## config.mk

```make
export PLATFORM = sky130hd
export DESIGN_NAME = bucket_sort_fraction_top
export DESIGN_NICKNAME = d
export VERILOG_FILES = /design/src/rtl/bsf_pkg.sv /design/src/rtl/bucket_sort_fraction_top.sv /design/src/rtl/bsf_store.sv /design/src/rtl/bsf_seq.sv
export SDC_FILE = /design/constraint.sdc
export NUM_CORES = 2
export LEC_CHECK = 0
export ABC_AREA = 1
export BUFFER_PORTS_ARGS = -buffer_cell sky130_fd_sc_hd__buf_4
export CORE_MARGIN = 5
export CORE_UTILIZATION = 45
export DETAILED_ROUTE_END_ITERATION = 7
export GPL_TIMING_DRIVEN = 0
export SYNTH_ARGS = -nofsm -noshare
export SYNTH_HDL_FRONTEND = slang
export SYNTH_HIERARCHICAL = 1
export SYNTH_SLANG_ARGS = --single-unit
export TNS_END_PERCENT = 20
```

## constraint.sdc

```tcl
create_clock -name clk -period 10.7 [get_ports clk]
set_input_delay 1.605 -clock clk [delete_from_list [all_inputs] [get_ports clk]]
set_output_delay 1.605 -clock clk [all_outputs]
set_load 0.05 [all_outputs]
```

## src/rtl/bsf_pkg.sv

```systemverilog
package bsf_pkg;

  localparam int MAX_ITEMS  = 64;
  localparam int VALUE_BITS = 16;
  localparam int IDX_W      = $clog2(MAX_ITEMS);
  localparam int CNT_W      = $clog2(MAX_ITEMS + 1);
  localparam int BKT_W      = IDX_W;
  localparam int PROD_W     = CNT_W + VALUE_BITS;

  typedef enum logic [2:0] {
    S_LOAD,
    S_BRD,
    S_BMUL,
    S_BWR,
    S_SCAN
  } state_t;

  typedef struct packed {
    logic                  item_we;
    logic [IDX_W-1:0]      item_waddr;
    logic [VALUE_BITS-1:0] item_wdata;
    logic                  bkt_we;
    logic [IDX_W-1:0]      bkt_waddr;
    logic [BKT_W-1:0]      bkt_wdata;
    logic [IDX_W-1:0]      raddr;
  } store_req_t;

endpackage

```

## src/rtl/bucket_sort_fraction_top.sv

```systemverilog
// Bucket sort of a run of unsigned 16-bit fractions in [0,1).
// Input: an item (value, last) transfers at a rising edge where start is high
// and busy is low. Items are stored one per cycle; up to 64 items are kept and
// later ones are dropped, which sets overflow on every result of that run.
// The item with last high closes the run (it is stored if there is room).
// After closing, busy stays high while the block works: each kept item is read,
// multiplied and assigned (S_BRD, S_BMUL, S_BWR) to bucket floor(n*value/65536),
// where n is the kept count. Then each bucket is scanned in order; one scan of
// the store yields either the smallest remaining item of the current bucket
// or moves to the next bucket. There are n results and at most n - 1 bucket
// advances; a single read address of the store is walked by one compare unit.
// Output: each result appears on sorted_value, last_out and overflow for one
// cycle with strobe high; the receiver cannot stall. Results come in
// ascending order, last_out high on the final one; busy drops in that cycle.
// Reset (rst, synchronous) empties the run and returns to accepting items.
module bucket_sort_fraction_top (
  input  logic        clk,
  input  logic        rst,
  input  logic        start,
  output logic        busy,
  input  logic [15:0] value,
  input  logic        last,
  output logic        strobe,
  output logic [15:0] sorted_value,
  output logic        last_out,
  output logic        overflow
);

  bsf_pkg::store_req_t            req;
  logic [bsf_pkg::VALUE_BITS-1:0] item_rdata;
  logic [bsf_pkg::BKT_W-1:0]      bkt_rdata;

  bsf_store u_store (
    .clk        (clk),
    .req        (req),
    .item_rdata (item_rdata),
    .bkt_rdata  (bkt_rdata)
  );

  bsf_seq u_seq (
    .clk          (clk),
    .rst          (rst),
    .start        (start),
    .busy         (busy),
    .value        (value),
    .last         (last),
    .strobe       (strobe),
    .sorted_value (sorted_value),
    .last_out     (last_out),
    .overflow     (overflow),
    .req          (req),
    .item_rdata   (item_rdata),
    .bkt_rdata    (bkt_rdata)
  );

endmodule

```

## src/rtl/bsf_store.sv

```systemverilog
module bsf_store (
  input  logic                           clk,
  input  bsf_pkg::store_req_t            req,
  output logic [bsf_pkg::VALUE_BITS-1:0] item_rdata,
  output logic [bsf_pkg::BKT_W-1:0]      bkt_rdata
);

  logic [bsf_pkg::VALUE_BITS-1:0] item_mem [bsf_pkg::MAX_ITEMS];
  logic [bsf_pkg::BKT_W-1:0]      bkt_mem  [bsf_pkg::MAX_ITEMS];

  always_ff @(posedge clk) begin
    if (req.item_we) begin
      item_mem[req.item_waddr] <= req.item_wdata;
    end
    item_rdata <= item_mem[req.raddr];
  end

  always_ff @(posedge clk) begin
    if (req.bkt_we) begin
      bkt_mem[req.bkt_waddr] <= req.bkt_wdata;
    end
    bkt_rdata <= bkt_mem[req.raddr];
  end

endmodule

```

## src/rtl/bsf_seq.sv

```systemverilog
module bsf_seq (
  input  logic                           clk,
  input  logic                           rst,
  input  logic                           start,
  output logic                           busy,
  input  logic [bsf_pkg::VALUE_BITS-1:0] value,
  input  logic                           last,
  output logic                           strobe,
  output logic [bsf_pkg::VALUE_BITS-1:0] sorted_value,
  output logic                           last_out,
  output logic                           overflow,
  output bsf_pkg::store_req_t            req,
  input  logic [bsf_pkg::VALUE_BITS-1:0] item_rdata,
  input  logic [bsf_pkg::BKT_W-1:0]      bkt_rdata
);

  bsf_pkg::state_t state, state_next;

  logic [bsf_pkg::CNT_W-1:0]      count;
  logic                           dropped;
  logic [bsf_pkg::IDX_W-1:0]      idx;
  logic [bsf_pkg::PROD_W-1:0]     prod;
  logic [bsf_pkg::CNT_W-1:0]      scan_addr;
  logic                           p_valid;
  logic [bsf_pkg::IDX_W-1:0]      p_idx;
  logic [bsf_pkg::BKT_W-1:0]      bucket;
  logic                           found;
  logic [bsf_pkg::VALUE_BITS-1:0] best;
  logic [bsf_pkg::IDX_W-1:0]      best_idx;
  logic [bsf_pkg::CNT_W-1:0]      emit_cnt;
  logic [bsf_pkg::MAX_ITEMS-1:0]  taken;

  logic                           accept;
  logic                           has_room;
  logic                           idx_end;
  logic                           scan_end;
  logic                           final_pick;
  logic                           hit;
  logic [bsf_pkg::CNT_W-1:0]      bkt_raw;
  logic [bsf_pkg::CNT_W-1:0]      n_minus1;

  assign busy       = (state != bsf_pkg::S_LOAD);
  assign accept     = start && !busy;
  assign has_room   = (count < bsf_pkg::CNT_W'(bsf_pkg::MAX_ITEMS));
  assign n_minus1   = count - bsf_pkg::CNT_W'(1);
  assign idx_end    = ({1'b0, idx} == n_minus1);
  assign scan_end   = (scan_addr == count) && !p_valid;
  assign final_pick = found && (emit_cnt == n_minus1);
  assign bkt_raw    = prod[bsf_pkg::PROD_W-1:bsf_pkg::VALUE_BITS];
  assign hit        = p_valid && !taken[p_idx] && (bkt_rdata == bucket) &&
                      (!found || (item_rdata < best));

  always_ff @(posedge clk) begin
    if (rst) begin
      state <= bsf_pkg::S_LOAD;
    end else begin
      state <= state_next;
    end
  end

  always_comb begin
    state_next     = state;
    req.item_we    = 1'b0;
    req.item_waddr = count[bsf_pkg::IDX_W-1:0];
    req.item_wdata = value;
    req.bkt_we     = 1'b0;
    req.bkt_waddr  = idx;
    req.bkt_wdata  = (bkt_raw > n_minus1) ? n_minus1[bsf_pkg::BKT_W-1:0]
                                          : bkt_raw[bsf_pkg::BKT_W-1:0];
    req.raddr      = idx;
    unique case (state)
      bsf_pkg::S_LOAD: begin
        req.item_we = accept && has_room;
        if (accept && last) begin
          state_next = bsf_pkg::S_BRD;
        end
      end
      bsf_pkg::S_BRD: begin
        state_next = bsf_pkg::S_BMUL;
      end
      bsf_pkg::S_BMUL: begin
        state_next = bsf_pkg::S_BWR;
      end
      bsf_pkg::S_BWR: begin
        req.bkt_we = 1'b1;
        state_next = idx_end ? bsf_pkg::S_SCAN : bsf_pkg::S_BRD;
      end
      bsf_pkg::S_SCAN: begin
        req.raddr = scan_addr[bsf_pkg::IDX_W-1:0];
        if (scan_end && final_pick) begin
          state_next = bsf_pkg::S_LOAD;
        end
      end
      default: begin
        state_next = bsf_pkg::S_LOAD;
      end
    endcase
  end

  always_ff @(posedge clk) begin
    if (rst) begin
      count    <= '0;
      dropped  <= 1'b0;
      idx      <= '0;
      scan_addr <= '0;
      p_valid  <= 1'b0;
      bucket   <= '0;
      found    <= 1'b0;
      emit_cnt <= '0;
      taken    <= '0;
      strobe   <= 1'b0;
      last_out <= 1'b0;
      overflow <= 1'b0;
    end else begin
      strobe <= 1'b0;
      unique case (state)
        bsf_pkg::S_LOAD: begin
          if (accept) begin
            if (has_room) begin
              count <= count + bsf_pkg::CNT_W'(1);
            end else begin
              dropped <= 1'b1;
            end
            idx <= '0;
          end
        end
        bsf_pkg::S_BRD: begin
        end
        bsf_pkg::S_BMUL: begin
          prod <= bsf_pkg::PROD_W'(count) * bsf_pkg::PROD_W'(item_rdata);
        end
        bsf_pkg::S_BWR: begin
          idx <= idx + bsf_pkg::IDX_W'(1);
          if (idx_end) begin
            scan_addr <= '0;
            p_valid   <= 1'b0;
            bucket    <= '0;
            found     <= 1'b0;
            emit_cnt  <= '0;
            taken     <= '0;
          end
        end
        bsf_pkg::S_SCAN: begin
          if (scan_addr != count) begin
            p_idx     <= scan_addr[bsf_pkg::IDX_W-1:0];
            p_valid   <= 1'b1;
            scan_addr <= scan_addr + bsf_pkg::CNT_W'(1);
          end else begin
            p_valid <= 1'b0;
          end
          if (hit) begin
            found    <= 1'b1;
            best     <= item_rdata;
            best_idx <= p_idx;
          end
          if (scan_end) begin
            scan_addr <= '0;
            found     <= 1'b0;
            if (found) begin
              strobe          <= 1'b1;
              sorted_value    <= best;
              last_out        <= final_pick;
              overflow        <= dropped;
              taken[best_idx] <= 1'b1;
              emit_cnt        <= emit_cnt + bsf_pkg::CNT_W'(1);
              if (final_pick) begin
                count   <= '0;
                dropped <= 1'b0;
              end
            end else begin
              bucket <= bucket + bsf_pkg::BKT_W'(1);
            end
          end
        end
        default: begin
        end
      endcase
    end
  end

  a_count_range: assert property (@(posedge clk) disable iff (rst)
    count <= bsf_pkg::CNT_W'(bsf_pkg::MAX_ITEMS))
    else $error("item count exceeds store capacity");

  a_strobe_from_scan: assert property (@(posedge clk) disable iff (rst)
    strobe |-> $past(state) == bsf_pkg::S_SCAN)
    else $error("result transfer outside of the scan phase");

  a_emit_bound: assert property (@(posedge clk) disable iff (rst)
    state == bsf_pkg::S_SCAN |-> emit_cnt < count)
    else $error("more results than kept items");

  a_bucket_range: assert property (@(posedge clk) disable iff (rst)
    req.bkt_we |-> {1'b0, req.bkt_wdata} < count)
    else $error("bucket index out of range");

  a_last_ends_run: assert property (@(posedge clk) disable iff (rst)
    (strobe && last_out) |-> state == bsf_pkg::S_LOAD && count == '0)
    else $error("run not closed after final result");

endmodule
```

==> impl_results.md <==
- Status: finished, violations left
- Failing checks: capacitance limit, slew limit
- Area Overhead vs Synth: 13.6%
- Die ar.: 162000 um^2
- Clk slew on worst S/H paths: 0.06 ns
- Worst skew pair latency: 0.82 ns
- PortBufs: 23
- XOR/XNOR share of the synthesized area: 0.00515
- Inserted Clock Buffers: 167
- P_leak: 0.0293 uW
- Layout cell share with drive strength beyond 1: 0.0995
- Met3 Wirelength: 24600 um
- Crit path capture type: register
- Worst R2R End: u_seq/prod[22]$_DFFE_PP_
- Yosys top cell by area: edfxtp_1
- Min Clock Period, post-route: 5.76 ns
- Final nets: 6885
- GRT Total Usage: 0.289
- CTS Root Cell: clkbuf_16
- Slew @ Worst Pin: 1.54 ns
- Final Max Tran Viols: 7
- Cells after synthesis: 6481
- FF-to-FF setup slack: 4.94 ns
- Critical path arrival: 6.32 ns
- Mux cell area share after synthesis: 0
- Total Power: 13900 uW
- Slew Limit Headroom: -0.0390
- Grt total ovfl: 0
- Hold Path Class: reg -> reg
- Unrepaired setup endpoints after global routing: false
- Final Util: 0.513
- WL met1: 95800 um
- Mapped Area: 69500 um^2
- Clock share of power: 0.399
- Synth Area in Simple Gates: 0.233
- DR iter-0 viols: 6636
- First-pass iteration count of the detailed router: 6
- Pwr dens: 177 nW/um^2
- Worst Hold End: u_seq/sorted_value[15]$_DFFE_PP_
- Met2 routed WL: 108000 um
- Global placer's final weighted congestion: 1.01
- Worst endpoint required time: 11.26 ns
- Mapped Avg Cell Area: 10.7 um^2
- Hold path cells: 0
- First-pass GRT wire length: 338000 um
- Max-cap violations: 2
- Maximum clock path buffer count: 3
- Hold buffer count at CTS: 0
- Max layer used: met5
- Final setup viols: 0
- Post-Route WL: 239000 um
- Largest family of logic cells by synthesized area: simple AND/OR/NAND/NOR gates
- Vias/cell: 5.73
- Postcts setup bufs: 0
- Initial antenna violation count: 15
- Distinct cells, synth: 47
- Post-synth top cells: nand2_1, edfxtp_1, nand3_1, inv_1, nor2_1
- Peak VDD IR: 0.000160 V
- DRC viols: 0
- Vias in the first global route: 47900
- HP Start: u_seq/best[15]$_DFFE_PP_
- Prevailing post-synth register cell: edfxtp_1
- F_max: 174 MHz
- Crit-path max FO: 10
- FF-to-FF Start: u_seq/count[6]$_SDFFE_PP0P_
- Synth top area cells: edfxtp_1, nand2_1, nand3_1, dfxtp_1, fa_1
- Final hold viol count: 0
- Switching Share: 0.248
- Switching Power: 3450 uW
- Detail Route Antenna Nets: 0
- Row Count: 144
- Post-synth ARST share: 0
- Count leader, synth: nand2_1
- CP Launch Type: register
- Final worst path period share: 0.538
- Critical path class: reg -> reg
- CTS Sinks: 1587
- Die width: 403 um
- Number of synthesized flops with an enable pin: 1459
- Cts repair resizes: 0
- R2R cell count: 18
- Seq cells post-synth: 1587
- Largest net degree at the start of global routing: 65
- Post-synthesis compound-gate area fraction: 0.0163
- Register area share after synthesis: 0.667
- Int Pwr: 10500 uW
- # IOs: 40
- Core ar.: 154000 um^2
- Vias: 51100
- Starting Density: 0.452
- CTS tree: yes
- YS warnings: 6
- H-tree depth: 4
- Sequential power share: 0.509
- Adder-Cell Fraction of Synth Area: 0.0316
- Share of the synthesized area in the top cell type: 0.630
- Combinational power share: 0.092
- Wire per inst: 26.8 um
- Syn_nets: 6636
- Die height: 403 um
- Dpl hpwl: 163000 um
- Clock Skews: 0.0259 ns
-- final cells by class --
cell class,instances,area (um^2)
fillers,13700,74900
multi-input cells,4180,20200
plain buffers,385,2030
well taps,2044,2560
diodes,11,27.5
repair buffers,80,1300
clock inverters,91,721
flip-flops and latches,1587,46400
inverters,329,1230
clock buffers,213,4490
-- routing by layer --
layer | global-route usage | up-vias
met5 | 0 | -
met1 | 0.401 | 25200
li1 | - | 22700
met2 | 0.444 | 2727
met4 | 0.125 | 4
met3 | 0.0581 | 444
-- placed cells by master, fill, tap and decap left out, types with 8 or more instances in the layout --
master,n
diode_2,11
fa_1,68
nor2_4,27
o21ai_0,31
nand4_1,22
inv_1,318
clkinv_1,47
a21oi_2,13
buf_16,18
nor2_1,186
nand3_1,1371
buf_8,28
nor2_2,47
nand2_1,2112
edfxtp_1,1459
xnor2_1,16
buf_6,10
inv_2,8
clkbuf_1,120
nor3_1,21
buf_12,11
dfxtp_1,128
buf_4,94
clkbuf_16,171
buf_2,184
clkinv_2,23
a21oi_1,124
ha_1,67
buf_1,37
xor2_1,23
-- state kept, by name, summed over array words and instances (netlist names), 7 cells and up --
signal / count
u_seq/best: 16
u_seq/count: 7
u_seq/emit_cnt: 7
u_seq/prod: 7
u_seq/scan_addr: 7
u_seq/sorted_value: 16
u_seq/taken: 64
u_store/bkt_mem: 384
u_store/item_mem: 1024
u_store/item_rdata: 16
-- through the flow --
step                      setup slack, ns  TNS [ns]  cell area [um^2]  hold slack (ns)  instances
after CTS                            4.96         0             78900            0.450       8909
after global routing                 4.64         0             78900            0.462       8909
after floorplan                      5.41         0             69500            0.424       6481
final                                4.94         0             79000            0.446       8920
after detailed placement             5.02         0             73700            0.434       8605
after global placement             -0.338    -32.11             72200            0.435       8548
-- cells by family (layout without fill, tap and decap cells) --
group | Yosys count | count (layout)
simple gates | 3804 | 3804
flops | 1587 | 1587
buf+inv | 714 | 1098
compound gates | 201 | 201
fa+ha+maj | 135 | 135
xor+xnor | 40 | 40
other cells | 0 | 11
-- worst max-delay path by stage --
stage	startpoint	to	slack (ns)	depth (start not counted)
after floorplan	u_seq/count[0]$_SDFFE_PP0P_	u_store/bkt_mem[0][0]$_DFFE_PP_	5.41	14
after global placement	u_seq/count[0]$_SDFFE_PP0P_	u_store/bkt_mem[0][4]$_DFFE_PP_	-0.34	14
after detailed placement	u_seq/count[6]$_SDFFE_PP0P_	u_seq/prod[22]$_DFFE_PP_	5.02	18
after CTS	u_seq/count[6]$_SDFFE_PP0P_	u_seq/prod[22]$_DFFE_PP_	4.96	18
after global routing	u_seq/count[6]$_SDFFE_PP0P_	u_seq/prod[22]$_DFFE_PP_	4.64	18
final	u_seq/count[6]$_SDFFE_PP0P_	u_seq/prod[22]$_DFFE_PP_	4.94	18
-- power groups by stage --
stage	registers, uW	logic [uW]	clock network, uW
3_3_place_gp	7360	1050	0
6_report	7100	1290	5560
5_1_grt	7100	1360	5890
3_5_place_dp	7230	1250	0
2_1_floorplan	7250	590	0
4_1_cts	7100	1260	5630
-- worst max-delay path, cell delays in order (launching register included) --
cell,delay (ns)
dfxtp_1,0.30
buf_2,0.20
buf_1,0.47
clkbuf_1,0.55
nand2_1,0.10
inv_1,0.10
fa_1,0.43
fa_1,0.53
fa_1,0.56
inv_1,0.07
fa_1,0.54
inv_1,0.04
ha_1,0.32
nand4_1,0.14
nor4_1,0.45
o21ai_0,0.17
nand3_1,0.26
a21oi_1,0.12
xor2_1,0.15
No activity file was read; power rests on OpenSTA's default activity.
